### config.mk
export PLATFORM = sky130hd
export DESIGN_NAME = imu_tilt_and_rate_status_core
export DESIGN_NICKNAME = d
export VERILOG_FILES = /design/src/hw/rtl/imu_trs_pkg.sv /design/src/hw/rtl/imu_trs_ctrl.sv /design/src/hw/rtl/imu_trs_dp.sv /design/src/hw/rtl/imu_tilt_and_rate_status_core.sv
export VERILOG_INCLUDE_DIRS = /design/src /design/src/hw/rtl
export SDC_FILE = /design/constraint.sdc
export NUM_CORES = 2
export LEC_CHECK = 0
export BUFFER_PORTS_ARGS = -buffer_cell sky130_fd_sc_hd__buf_2
export CAP_MARGIN = 20
export CORE_MARGIN = 2
export CORE_UTILIZATION = 55
export DETAILED_ROUTE_END_ITERATION = 8
export PLACE_DENSITY = 0.73
export SKIP_LAST_GASP = 1
export SYNTH_ARGS = -nofsm -noshare
export SYNTH_HDL_FRONTEND = slang
export SYNTH_SLANG_ARGS = --single-unit
export TNS_END_PERCENT = 1
### constraint.sdc
create_clock -name clk_i -period 8.7 [get_ports clk_i]
set_input_delay 0.435 -clock clk_i [delete_from_list [all_inputs] [get_ports clk_i]]
set_output_delay 0.435 -clock clk_i [all_outputs]
set_load 0.05 [all_outputs]
### src/hw/rtl/assert_macros.svh
// assertion macros shared by the rtl modules
// expects clk_i and rst_ni in the scope of each use
`ifndef ASSERT_MACROS_SVH
`define ASSERT_MACROS_SVH

`ifndef SYNTH
// clocked check, held off while reset is low
`define ASSERT_CLK(name, prop, msg) \
  name: assert property (@(posedge clk_i) disable iff (!rst_ni) prop) else $error(msg);
// clocked check that also holds through reset
`define ASSERT_ALWAYS(name, prop, msg) \
  name: assert property (@(posedge clk_i) prop) else $error(msg);
`else
`define ASSERT_CLK(name, prop, msg)
`define ASSERT_ALWAYS(name, prop, msg)
`endif

`endif

### src/hw/rtl/imu_trs_pkg.sv
// types, constants and helpers for the imu tilt and rate status block
// used by imu_trs_ctrl, imu_trs_dp and the top level
`default_nettype none

package imu_trs_pkg;

  localparam int unsigned AxisW    = 16;
  localparam int unsigned StatusW  = 7;
  localparam int unsigned PktW     = 16;
  localparam int unsigned CfgIdxW  = 3;
  localparam int unsigned CfgDataW = 24;
  localparam int unsigned TanW     = 24;
  localparam int unsigned LimW     = 15;
  localparam int unsigned SqW      = 32;
  localparam int unsigned ProdW    = TanW + SqW;
  localparam int unsigned Q16Sh    = 16;

  localparam logic [TanW-1:0] RollTanRst  = 24'd14250;
  localparam logic [TanW-1:0] PitchTanRst = 24'd14250;
  localparam logic [LimW-1:0] RateXRst    = 15'd10000;
  localparam logic [LimW-1:0] RateYRst    = 15'd8571;

  // ready marks, one per sensor
  localparam logic [1:0] ReadyGyro  = 2'b01;
  localparam logic [1:0] ReadyAccel = 2'b10;
  localparam logic [1:0] ReadyBoth  = 2'b11;

  // status bit positions
  localparam int unsigned StRollRight = 0;
  localparam int unsigned StRollLeft  = 1;
  localparam int unsigned StRateXPos  = 2;
  localparam int unsigned StRateXNeg  = 3;
  localparam int unsigned StRateY     = 4;
  localparam int unsigned StPitchUp   = 5;
  localparam int unsigned StPitchDown = 6;

  typedef enum logic [CfgIdxW-1:0] {
    CFG_ROLL_TAN  = 3'd0,
    CFG_PITCH_TAN = 3'd1,
    CFG_RATE_X    = 3'd2,
    CFG_RATE_Y    = 3'd3
  } cfg_idx_e;

  typedef enum logic {
    CMD_GYRO  = 1'b0,
    CMD_ACCEL = 1'b1
  } sample_cmd_e;

  typedef enum logic [2:0] {
    ST_IDLE,
    ST_SQX,
    ST_SQY,
    ST_SQZ,
    ST_ROLL,
    ST_PITCH,
    ST_FIN
  } ctrl_state_e;

  typedef enum logic [2:0] {
    OP_NONE,
    OP_SQX,
    OP_SQY,
    OP_SQZ,
    OP_ROLL,
    OP_PITCH,
    OP_FIN
  } dp_op_e;

  typedef struct packed {
    logic              cmd;
    logic signed [AxisW-1:0] axis_x;
    logic signed [AxisW-1:0] axis_y;
    logic signed [AxisW-1:0] axis_z;
  } in_t;

  typedef struct packed {
    logic [StatusW-1:0] status_bits;
    logic [PktW-1:0]    packet_number;
  } out_t;

  typedef struct packed {
    logic   load;
    dp_op_e op;
  } dp_cmd_t;

  typedef struct packed {
    logic out_free;
  } dp_sts_t;

  // magnitude of a signed sample, -32768 maps to 32768
  function automatic logic [AxisW-1:0] abs16(input logic signed [AxisW-1:0] v);
    logic [AxisW-1:0] r;
    r = v[AxisW-1] ? AxisW'(-v) : AxisW'(v);
    return r;
  endfunction

endpackage

`default_nettype wire

### src/hw/rtl/imu_trs_ctrl.sv
// controller: ready marks and the sequence of datapath steps
// depends on imu_trs_pkg and assert_macros.svh
`default_nettype none
`include "assert_macros.svh"

module imu_trs_ctrl (
  input  wire                    clk_i,
  input  wire                    rst_ni,
  input  wire                    in_valid_i,
  input  wire                    in_cmd_i,
  output logic                   in_ready_o,
  output imu_trs_pkg::dp_cmd_t   cmd_o,
  input  imu_trs_pkg::dp_sts_t   sts_i
);

  imu_trs_pkg::ctrl_state_e state_q, state_d;
  logic [1:0]               marks_q, marks_d;
  logic [1:0]               marks_new;

  always_ff @(posedge clk_i or negedge rst_ni) begin
    if (!rst_ni) begin
      state_q <= imu_trs_pkg::ST_IDLE;
      marks_q <= '0;
    end else begin
      state_q <= state_d;
      marks_q <= marks_d;
    end
  end

  assign marks_new = marks_q | ((in_cmd_i == imu_trs_pkg::CMD_ACCEL) ?
                                imu_trs_pkg::ReadyAccel : imu_trs_pkg::ReadyGyro);

  always_comb begin
    state_d    = state_q;
    marks_d    = marks_q;
    in_ready_o = 1'b0;
    cmd_o.load = 1'b0;
    cmd_o.op   = imu_trs_pkg::OP_NONE;
    case (state_q)
      imu_trs_pkg::ST_IDLE: begin
        in_ready_o = 1'b1;
        if (in_valid_i) begin
          cmd_o.load = 1'b1;
          if (marks_new == imu_trs_pkg::ReadyBoth) begin
            marks_d = '0;
            state_d = imu_trs_pkg::ST_SQX;
          end else begin
            marks_d = marks_new;
          end
        end
      end
      imu_trs_pkg::ST_SQX: begin
        cmd_o.op = imu_trs_pkg::OP_SQX;
        state_d  = imu_trs_pkg::ST_SQY;
      end
      imu_trs_pkg::ST_SQY: begin
        cmd_o.op = imu_trs_pkg::OP_SQY;
        state_d  = imu_trs_pkg::ST_SQZ;
      end
      imu_trs_pkg::ST_SQZ: begin
        cmd_o.op = imu_trs_pkg::OP_SQZ;
        state_d  = imu_trs_pkg::ST_ROLL;
      end
      imu_trs_pkg::ST_ROLL: begin
        cmd_o.op = imu_trs_pkg::OP_ROLL;
        state_d  = imu_trs_pkg::ST_PITCH;
      end
      imu_trs_pkg::ST_PITCH: begin
        cmd_o.op = imu_trs_pkg::OP_PITCH;
        state_d  = imu_trs_pkg::ST_FIN;
      end
      imu_trs_pkg::ST_FIN: begin
        // wait for room in the output register
        if (sts_i.out_free) begin
          cmd_o.op = imu_trs_pkg::OP_FIN;
          state_d  = imu_trs_pkg::ST_IDLE;
        end
      end
      default: begin
        state_d = imu_trs_pkg::ST_IDLE;
      end
    endcase
  end

  `ASSERT_ALWAYS(a_marks_never_both, marks_q != imu_trs_pkg::ReadyBoth, "both marks held")
  `ASSERT_CLK(a_pair_starts_work,
    (in_valid_i && in_ready_o && (marks_new == imu_trs_pkg::ReadyBoth)) |=>
    (state_q == imu_trs_pkg::ST_SQX && marks_q == 2'b00),
    "completed pair did not start the status sequence")
  `ASSERT_CLK(a_fin_needs_room,
    (state_q == imu_trs_pkg::ST_FIN && !sts_i.out_free) |=> (state_q == imu_trs_pkg::ST_FIN),
    "left finish step without room for the result")

endmodule

`default_nettype wire

### src/hw/rtl/imu_trs_dp.sv
// datapath: sample stores, config registers, shared multiplier, status and output register
// depends on imu_trs_pkg and assert_macros.svh
`default_nettype none
`include "assert_macros.svh"

module imu_trs_dp (
  input  wire                                 clk_i,
  input  wire                                 rst_ni,
  input  imu_trs_pkg::in_t                    in_data_i,
  input  imu_trs_pkg::dp_cmd_t                cmd_i,
  output imu_trs_pkg::dp_sts_t                sts_o,
  input  wire                                 cfg_valid_i,
  input  wire [imu_trs_pkg::CfgIdxW-1:0]      cfg_index_i,
  input  wire [imu_trs_pkg::CfgDataW-1:0]     cfg_data_i,
  output logic                                out_valid_o,
  input  wire                                 out_ready_i,
  output imu_trs_pkg::out_t                   out_data_o
);

  localparam int unsigned AW = imu_trs_pkg::AxisW;
  localparam int unsigned PW = imu_trs_pkg::ProdW;
  localparam int unsigned SW = imu_trs_pkg::SqW;

  // sample stores, gyro z is never used by the status
  logic signed [AW-1:0] gyro_x_q, gyro_y_q;
  logic signed [AW-1:0] accel_x_q, accel_y_q, accel_z_q;

  logic [imu_trs_pkg::TanW-1:0] roll_tan_q, pitch_tan_q;
  logic [imu_trs_pkg::LimW-1:0] rate_x_lim_q, rate_y_lim_q;

  logic [SW-1:0] sx_q, sy_q, sz_q;
  logic [PW-1:0] prod_q;
  logic          roll_over_q;

  logic [imu_trs_pkg::TanW-1:0] mul_a;
  logic [SW-1:0]                mul_b;
  logic [PW-1:0]                mul_p;
  logic [AW-1:0]                ax_mag, ay_mag, az_mag, gx_mag, gy_mag;
  logic                         pitch_over;
  logic [imu_trs_pkg::StatusW-1:0] status;

  logic                         out_valid_q;
  imu_trs_pkg::out_t            out_q;
  logic [imu_trs_pkg::PktW-1:0] pkt_q;

  always_ff @(posedge clk_i) begin
    if (cmd_i.load) begin
      if (in_data_i.cmd == imu_trs_pkg::CMD_ACCEL) begin
        accel_x_q <= in_data_i.axis_x;
        accel_y_q <= in_data_i.axis_y;
        accel_z_q <= in_data_i.axis_z;
      end else begin
        gyro_x_q <= in_data_i.axis_x;
        gyro_y_q <= in_data_i.axis_y;
      end
    end
  end

  always_ff @(posedge clk_i or negedge rst_ni) begin
    if (!rst_ni) begin
      roll_tan_q   <= imu_trs_pkg::RollTanRst;
      pitch_tan_q  <= imu_trs_pkg::PitchTanRst;
      rate_x_lim_q <= imu_trs_pkg::RateXRst;
      rate_y_lim_q <= imu_trs_pkg::RateYRst;
    end else if (cfg_valid_i) begin
      case (imu_trs_pkg::cfg_idx_e'(cfg_index_i))
        imu_trs_pkg::CFG_ROLL_TAN:  roll_tan_q   <= cfg_data_i[imu_trs_pkg::TanW-1:0];
        imu_trs_pkg::CFG_PITCH_TAN: pitch_tan_q  <= cfg_data_i[imu_trs_pkg::TanW-1:0];
        imu_trs_pkg::CFG_RATE_X:    rate_x_lim_q <= cfg_data_i[imu_trs_pkg::LimW-1:0];
        imu_trs_pkg::CFG_RATE_Y:    rate_y_lim_q <= cfg_data_i[imu_trs_pkg::LimW-1:0];
        default: ;
      endcase
    end
  end

  assign ax_mag = imu_trs_pkg::abs16(accel_x_q);
  assign ay_mag = imu_trs_pkg::abs16(accel_y_q);
  assign az_mag = imu_trs_pkg::abs16(accel_z_q);
  assign gx_mag = imu_trs_pkg::abs16(gyro_x_q);
  assign gy_mag = imu_trs_pkg::abs16(gyro_y_q);

  // one shared multiplier: three squares, then the two tangent products
  always_comb begin
    mul_a = '0;
    mul_b = '0;
    case (cmd_i.op)
      imu_trs_pkg::OP_SQX: begin
        mul_a = imu_trs_pkg::TanW'(ax_mag);
        mul_b = SW'(ax_mag);
      end
      imu_trs_pkg::OP_SQY: begin
        mul_a = imu_trs_pkg::TanW'(ay_mag);
        mul_b = SW'(ay_mag);
      end
      imu_trs_pkg::OP_SQZ: begin
        mul_a = imu_trs_pkg::TanW'(az_mag);
        mul_b = SW'(az_mag);
      end
      imu_trs_pkg::OP_ROLL: begin
        // z square is still in the product register; sum is at most 2^31
        mul_a = roll_tan_q;
        mul_b = sx_q + prod_q[SW-1:0];
      end
      imu_trs_pkg::OP_PITCH: begin
        mul_a = pitch_tan_q;
        mul_b = sy_q + sz_q;
      end
      default: ;
    endcase
  end

  assign mul_p = PW'(mul_a) * PW'(mul_b);

  always_ff @(posedge clk_i) begin
    case (cmd_i.op)
      imu_trs_pkg::OP_SQX: prod_q <= mul_p;
      imu_trs_pkg::OP_SQY: begin
        sx_q   <= prod_q[SW-1:0];
        prod_q <= mul_p;
      end
      imu_trs_pkg::OP_SQZ: begin
        sy_q   <= prod_q[SW-1:0];
        prod_q <= mul_p;
      end
      imu_trs_pkg::OP_ROLL: begin
        sz_q   <= prod_q[SW-1:0];
        prod_q <= mul_p;
      end
      imu_trs_pkg::OP_PITCH: begin
        roll_over_q <= PW'({sy_q, imu_trs_pkg::Q16Sh'(0)}) > prod_q;
        prod_q      <= mul_p;
      end
      default: ;
    endcase
  end

  assign pitch_over = PW'({sx_q, imu_trs_pkg::Q16Sh'(0)}) > prod_q;

  // aligned axes: roll uses -accel y, gyro x' is -raw y, gyro y' is -raw x
  always_comb begin
    status = '0;
    if (roll_over_q) begin
      if (accel_y_q[AW-1]) status[imu_trs_pkg::StRollRight] = 1'b1;
      else                 status[imu_trs_pkg::StRollLeft]  = 1'b1;
    end
    if (gy_mag > AW'(rate_x_lim_q)) begin
      if (gyro_y_q[AW-1]) status[imu_trs_pkg::StRateXPos] = 1'b1;
      else                status[imu_trs_pkg::StRateXNeg] = 1'b1;
    end
    if (gx_mag > AW'(rate_y_lim_q)) status[imu_trs_pkg::StRateY] = 1'b1;
    if (pitch_over) begin
      if (!accel_x_q[AW-1] && (accel_x_q != '0)) status[imu_trs_pkg::StPitchUp]   = 1'b1;
      else                                       status[imu_trs_pkg::StPitchDown] = 1'b1;
    end
  end

  always_ff @(posedge clk_i or negedge rst_ni) begin
    if (!rst_ni) begin
      out_valid_q <= 1'b0;
      pkt_q       <= '0;
    end else if (cmd_i.op == imu_trs_pkg::OP_FIN) begin
      out_valid_q <= 1'b1;
      pkt_q       <= pkt_q + 1'b1;
    end else if (out_ready_i) begin
      out_valid_q <= 1'b0;
    end
  end

  always_ff @(posedge clk_i) begin
    if (cmd_i.op == imu_trs_pkg::OP_FIN) begin
      out_q.status_bits   <= status;
      out_q.packet_number <= pkt_q;
    end
  end

  assign sts_o.out_free = !out_valid_q || out_ready_i;
  assign out_valid_o    = out_valid_q;
  assign out_data_o     = out_q;

  `ASSERT_CLK(a_fin_fills_output, (cmd_i.op == imu_trs_pkg::OP_FIN) |=> out_valid_q,
    "finish step did not fill the output register")
  `ASSERT_CLK(a_pkt_advances,
    (cmd_i.op == imu_trs_pkg::OP_FIN) |=> (pkt_q == $past(pkt_q) + 1'b1),
    "packet counter did not advance on a result")
  `ASSERT_CLK(a_no_overwrite,
    (out_valid_q && !out_ready_i) |-> (cmd_i.op != imu_trs_pkg::OP_FIN),
    "pending result overwritten")

endmodule

`default_nettype wire

### src/hw/rtl/imu_tilt_and_rate_status_core.sv
// imu tilt and rate status block, top level
// instantiates imu_trs_ctrl and imu_trs_dp, types from imu_trs_pkg
//
// Samples enter on the in channel (valid/ready), tagged gyro or accel by cmd,
// and replace that sensor's stored sample. Once both sensors have reported,
// one status request leaves on the out channel: the 7-bit tilt and rate flags
// and the packet number, which starts at 0 and wraps at 65536.
// The cfg channel writes the two tangent-squared limits and the two gyro
// count limits; it is always ready and index values past the list are dropped.
// A sample that does not complete a pair only stores the sample and sets its mark. A sample that
// completes one is followed by five steps on the single shared 24x32
// multiplier (three squares, roll product, pitch product) plus a finish step,
// and in_ready is low until the finish step has put the result in the output
// register. A waiting result sits in that register while the next sample is
// taken; if the receiver stalls, the finish step waits for it.
// Reset clears the marks, the packet counter, the output valid and restores
// the limit registers to their defaults.
`default_nettype none

module imu_tilt_and_rate_status_core (
  input  wire                                 clk_i,
  input  wire                                 rst_ni,
  input  wire                                 in_valid_i,
  output logic                                in_ready_o,
  input  imu_trs_pkg::in_t                    in_data_i,
  output logic                                out_valid_o,
  input  wire                                 out_ready_i,
  output imu_trs_pkg::out_t                   out_data_o,
  input  wire                                 cfg_valid_i,
  output logic                                cfg_ready_o,
  input  wire [imu_trs_pkg::CfgIdxW-1:0]      cfg_index_i,
  input  wire [imu_trs_pkg::CfgDataW-1:0]     cfg_data_i
);

  imu_trs_pkg::dp_cmd_t dp_cmd;
  imu_trs_pkg::dp_sts_t dp_sts;

  assign cfg_ready_o = 1'b1;

  imu_trs_ctrl u_ctrl (
    .clk_i      (clk_i),
    .rst_ni     (rst_ni),
    .in_valid_i (in_valid_i),
    .in_cmd_i   (in_data_i.cmd),
    .in_ready_o (in_ready_o),
    .cmd_o      (dp_cmd),
    .sts_i      (dp_sts)
  );

  imu_trs_dp u_dp (
    .clk_i       (clk_i),
    .rst_ni      (rst_ni),
    .in_data_i   (in_data_i),
    .cmd_i       (dp_cmd),
    .sts_o       (dp_sts),
    .cfg_valid_i (cfg_valid_i),
    .cfg_index_i (cfg_index_i),
    .cfg_data_i  (cfg_data_i),
    .out_valid_o (out_valid_o),
    .out_ready_i (out_ready_i),
    .out_data_o  (out_data_o)
  );

endmodule

`default_nettype wire
Word level (Yosys, flattened, before mapping):

Index checks and enable logic that the tools add are counted.

* memory bits (writable): 0
* bits in registers: 356
* word-level logic and storage cells: 101
* latch bits: 0
* memories: 0
* bits in read-only memories: 0
* input bits: 81
* output and inout port bits: 26

* bitwise operators: 2
* shifts and indexed selects: 0
* reductions and logical operators: 17
* $lt $le $gt $ge: 4
* eq/ne operators: 19
* $add $sub $neg: 8
* $mul: 1
* div/mod/pow operators: 0
* mux-type cells: 27

Operators by type and width (count)
* one-hot mux 32 bit (5 select lines): 1
* one-hot mux 24 bit (5 select lines): 1
* greater-than comparator 48 x 56 -> 1 bit: 2
* two-way mux 16 bit: 5
* negator 16 bit: 5
* adder 32 bit: 2
* multiplier 24 x 32 -> 56 bit: 1
* greater-than comparator 16 x 15 -> 1 bit: 2
* one-hot mux 3 bit (7 select lines): 1
* == test 3 x 2 -> 1 bit (second input constant): 6
* == test 3 bit (second input constant): 6
* one-hot mux 3 bit (6 select lines): 1
* adder 16 x 1 -> 16 bit (second input constant): 1
* nonzero test 16 bit: 1
* AND reduction 2 bit: 7
* two-way mux 1 bit: 12
* two-way mux 3 bit: 4
* == test 3 x 1 -> 1 bit (second input constant): 3
* logical NOT 3 bit: 2
* OR reduction 5 bit: 1
* two-way mux 2 bit: 2
* inequality test 2 bit (second input constant): 2
* AND reduction 3 bit: 1
* == test 2 bit (second input constant): 1
* 7 further kinds: 8

Depth between registers and ports, before layout:

* depth after elaboration: 7
* depth in mapped cells: 37
* gate-level depth less buffers: 35

Modules after synthesis:

From an unflattened synthesis, not the netlist that was laid out.

* cells, all modules: 4621
* area total of the unflattened synthesis: 44253.7 µm²

By module, submodules not included
* imu_trs_dp: seq. area each 10103.4 µm², cells each 4590, times used 1, area each 43938.4 µm²
* imu_trs_ctrl: seq. area each 125.1 µm², cells each 29, times used 1, area each 304.0 µm²
* imu_tilt_and_rate_status_core: seq. area each 0.0 µm², cells each 2, times used 1, area each 11.3 µm²

Worst setup path before layout:

No wires, ideal clock.

* path type: register -> register
* start: reg u_dp.prod_q[0]
* end: reg u_dp.prod_q[53], data pin
* required time: 8424 ps
* path buffers: 2
* path slack: -526 ps
* setup time: 276 ps
* clock period less this slack: 9226 ps
* stages on the path, launching flop included: 35
* arrival time: 8951 ps
* cell sequence: edfxtp_1 > ha_1 > fa_1 > a211oi_1 > o21ai_0 > a21oi_1 > a31oi_1 > a41oi_1 > xnor2_1 > a22o_1 > clkbuf_1 > nand2_1 > fa_1 > inv_1 > fa_1 > inv_1 > fa_1 > fa_1 > inv_1 > fa_1 > fa_1 > inv_1 > fa_1 > inv_1 > ha_1 > clkbuf_1 > a21o_1 > a311o_1 > a211oi_1 > a31oi_1 > a41oi_1 > o31ai_1 > a21oi_1 > o311ai_0 > xor2_1

* word-level cells in the longest chain between the ends: 3

Ends and longest elaborated chain
* from (decl): RTL line imu_trs_dp.sv:32 `logic [PW-1:0] prod_q;`
* from (signal assigned): RTL line imu_trs_dp.sv:116 `imu_trs_pkg::OP_SQX: prod_q <= mul_p;`
* from (signal assigned): RTL line imu_trs_dp.sv:119 `prod_q <= mul_p;`
* from (signal assigned): RTL line imu_trs_dp.sv:123 `prod_q <= mul_p;`
* adder 32 bit: RTL line imu_trs_dp.sv:102 `mul_b = sx_q + prod_q[SW-1:0];`
* one-hot mux 32 bit (5 select lines): RTL line imu_trs_dp.sv:86 `case (cmd_i.op)`
* multiplier 24 x 32 -> 56 bit: RTL line imu_trs_dp.sv:112 `assign mul_p = PW'(mul_a) * PW'(mul_b);`
* via u_dp.mul_p[53]: RTL line imu_trs_dp.sv:37 `logic [PW-1:0] mul_p;`

The timed path passes the listed nets, and every way through them passes these cells.
A chain may end at the register's enable or synchronous reset.

Worst setup path after layout:

* start: reg u_dp.accel_x_q[5]
* end: reg u_dp.prod_q[53], data pin

* word-level cells in the longest chain between the ends: 4
* elaborated cells on any way between the ends: 5
* those cells by class: add/sub (1); mul (1); mux (3)

Ends and longest elaborated chain
* from (decl): RTL line imu_trs_dp.sv:26 `logic signed [AW-1:0] accel_x_q, accel_y_q, accel_z_q;`
* from (signal assigned): RTL line imu_trs_dp.sv:49 `accel_x_q <= in_data_i.axis_x;`
* negator 16 bit: RTL line imu_trs_pkg.sv:93 `r = v[AxisW-1] ? AxisW'(-v) : AxisW'(v);`
* two-way mux 16 bit (*): RTL line imu_trs_pkg.sv:93
* one-hot mux 24 bit (5 select lines) / one-hot mux 32 bit (5 select lines) (equally long branches): RTL line imu_trs_dp.sv:86
* multiplier 24 x 32 -> 56 bit (*): RTL line imu_trs_dp.sv:112
* via u_dp.mul_p[53]: RTL line imu_trs_dp.sv:37

Mark *: on every way through the listed nets, which the timed path passes. The rest lies on a longest branch.

==> qor.txt <==
DRT Pass-1 Iters: 5
max_cap viols: 0
max_slew headroom: 0.130
R2R Setup Slk: -0.53 ns
CP startpoint kind: flop
vias in the first global route: 38200
RSZ-0062 raised after global routing: true
cell taking the most area after synthesis: fa_1
cell count after synthesis: 4582
GRT Overall Usage: 0.369
crit-path max FO: 6
number of routed nets with antenna violations: 0
NumNets Final: 6408
Root Buffer: clkbuf_16
fillers: 6237
ratio of cells with drive above 1 in the final layout: 0.224
crit end category: flop
hold path start: in_data_i[6]
status: complete, but fails checks
number of synthesized flops with an enable pin: 256
H-Tree Depth: 2
vias: 36800
average size of a mapped cell: 9.61 um2
placed cell count: 6310
Worst setup endpoint: u_dp.prod_q[53]
total CTS buffers: 39
violated checks: setup timing
CP max stage cell: fa_1
final hold violation count: 0
clk_lat worst skew: 0.59 ns
TritonCTS clock tree: yes
Critical Path RT: 9.01 ns
routability cong.: 1.03
Worst Reg-to-Reg Cells: 35
num rows: 103
synth unique cells: 82
DRT iter0 DRCs: 3386
fin. max-slew vios: 0
post-DP HPWL: 123000 um
WHS: 0.0238 ns
FF-to-FF Start: u_dp.accel_x_q[5]
sequential share of the synthesized area: 0.232
commonest non-fill, non-tap cell in the layout: inv_1
chip width: 287 um
WP data arrival: 9.54 ns
largest net degree at the start of global routing: 57
WL final: 149000 um
clk slew on worst S/H paths: 0.06 ns
synthesized net count: 5667
initial antenna violation count: 7
Fmax: 108 MHz
Yosys warnings: 0
vias per inst: 5.75
R2R Path End: u_dp.prod_q[53]
Post-synth ARST share: 0.281
Synth Register Bits: 356
clock sinks: 356
drt drc: 0
final cell count without fillers: 6406
Synth area leaders: fa_1 30%, edfxtp_1 17%, ha_1 9.8%
Top FF cell, synth: edfxtp_1
total congestion overflow: 0
WL/cell: 23.2 um
final worst-path cycle share: 1.06
worst slack at placement: -0.975 ns
first-pass GRT wire length: 226000 um
Starting Density: 0.556
Core ar.: 0.0791 mm2
most frequent cells in the layout: 860 x inv_1, 725 x buf_4, 666 x nand2_1, 647 x fa_1, 327 x ha_1
CP max stage delay: 0.52 ns
Die Span Y: 287 um
count of input and output buffers: 105
clock skew: 0.0411 ns
Cell Area, Synth: 0.0440 mm2
Area Growth Syn to Fin: 22.3%
crit path from: u_dp.accel_x_q[5]
Setup violations, final: 29
final critical-path required period: 9.23 ns
crit path kind: reg -> reg
io pins: 107
CP most frequent cell: fa_1
Final Util: 0.680
Worst-Margin Slew: 1.30 ns
Synth top area share: 0.300
worst hold path type: in -> reg
clock buffer depth: 3
worst setup margin: -0.532 ns
Die Area: 0.0823 mm2
routing by layer:
layer,track usage,share of wire,vias up
met1,0.483,0.38,18500
met3,0.0865,0.11,433
li1,-,-,16200
met4,0.174,0.058,10
met2,0.582,0.45,1763
met5,0,0.00044,-
layout make-up:
type                    instances  area (um2)  share of cell area
well taps                    1050        1310              0.0244
clock inverters                18         218             0.00404
flip-flops and latches        356       10200               0.190
multi-input cells            3171       30600               0.568
diodes                          2        5.00           0.0000930
repair buffers                890        7140               0.133
clock buffers                  54        1120              0.0208
inverters                     865        3250              0.0604
worst min-delay path by stage:
| stage | endpoint | slack, ns | cells past startpoint |
|---|---|---|---|
| 5_1_grt | u_dp.accel_z_q[5] | 0.02 | 1 |
| 6_report | u_dp.accel_z_q[6] | 0.02 | 1 |
| 3_5_place_dp | u_dp.pkt_q[15] | 0.46 | 1 |
| 4_1_cts | u_dp.accel_z_q[6] | 0.008 | 1 |
| 3_3_place_gp | u_dp.pkt_q[15] | 0.46 | 1 |
| 2_1_floorplan | u_ctrl.marks_q[0] | 0.14 | 0 |
worst max-delay path: cells and delay by family (launching register included):
kind	cells	cell delay, ns
xor gates and xnor gates	2	0.26
DFF	1	0.39
adders and majority gates	8	3.72
AOI/OAI and AO/OA	10	1.95
buffers and inverters	9	0.90
and+or+nand+nor	6	1.73
kinds of logic (layout without fill, tap and decap cells):
| logic type | Yosys count | after routing | synth area share |
|---|---|---|---|
| buffers and inverters | 1055 | 1827 | 0.0910 |
| adder cells (fa/ha/maj) | 1004 | 1004 | 0.398 |
| AO/OA/AOI/OAI | 621 | 621 | 0.0946 |
| AND/OR/NAND/NOR | 1287 | 1287 | 0.129 |
| flip-flops | 356 | 356 | 0.232 |
| XOR/XNOR | 187 | 187 | 0.0372 |
| multiplexers | 71 | 71 | 0.0180 |
| other | 1 | 3 | 0.0000852 |
state kept, by name, indices dropped and copies added (netlist names):
signal,cells
u_ctrl.marks_q,2
u_ctrl.state_q,3
u_dp.accel_x_q,16
u_dp.accel_y_q,16
u_dp.accel_z_q,16
u_dp.gyro_x_q,16
u_dp.gyro_y_q,16
u_dp.out_data_o,23
u_dp.out_valid_o,1
u_dp.pitch_tan_q,24
u_dp.pkt_q,16
u_dp.prod_q,56
u_dp.rate_x_lim_q,15
u_dp.rate_y_lim_q,15
u_dp.roll_over_q,1
u_dp.roll_tan_q,24
u_dp.sx_q,32
u_dp.sy_q,32
u_dp.sz_q,32
synth_stat cells (24+ instances only):
cell type,count
inv_1,863
nand2_1,669
fa_1,660
ha_1,344
nor2_1,267
edfxtp_1,256
clkbuf_1,169
a21oi_1,167
xnor2_1,127
o21ai_0,113
and2_1,88
a21o_1,83
dfrtp_1,69
mux2_2,66
xor2_1,60
nand3_1,51
nand4_1,48
nor3_1,36
dfstp_2,31
o31ai_1,29
nand2b_1,27
a31oi_1,24
what timing repair did:
item | 4_1_cts | 5_1_grt
gates resized for setup | 102 | 11
pin swaps | 65 | 2
endpoints found under the setup margin | 34 | 37
hold buffers | 1 | 0
endpoints found under the hold margin | 37 | 0
buffers inserted | 20 | 1
metrics by stage:
stage | area [um2] | TNS [ns]
final | 53800 | -10.65
after global routing | 53800 | -21.24
after CTS | 53800 | -8.38
after detailed placement | 51700 | -20.94
after global placement | 51700 | -17.33
after floorplan | 44200 | 0
Power is not shown: default switching activity piles up to over one toggle a cycle in this logic, so the estimate is an artifact.
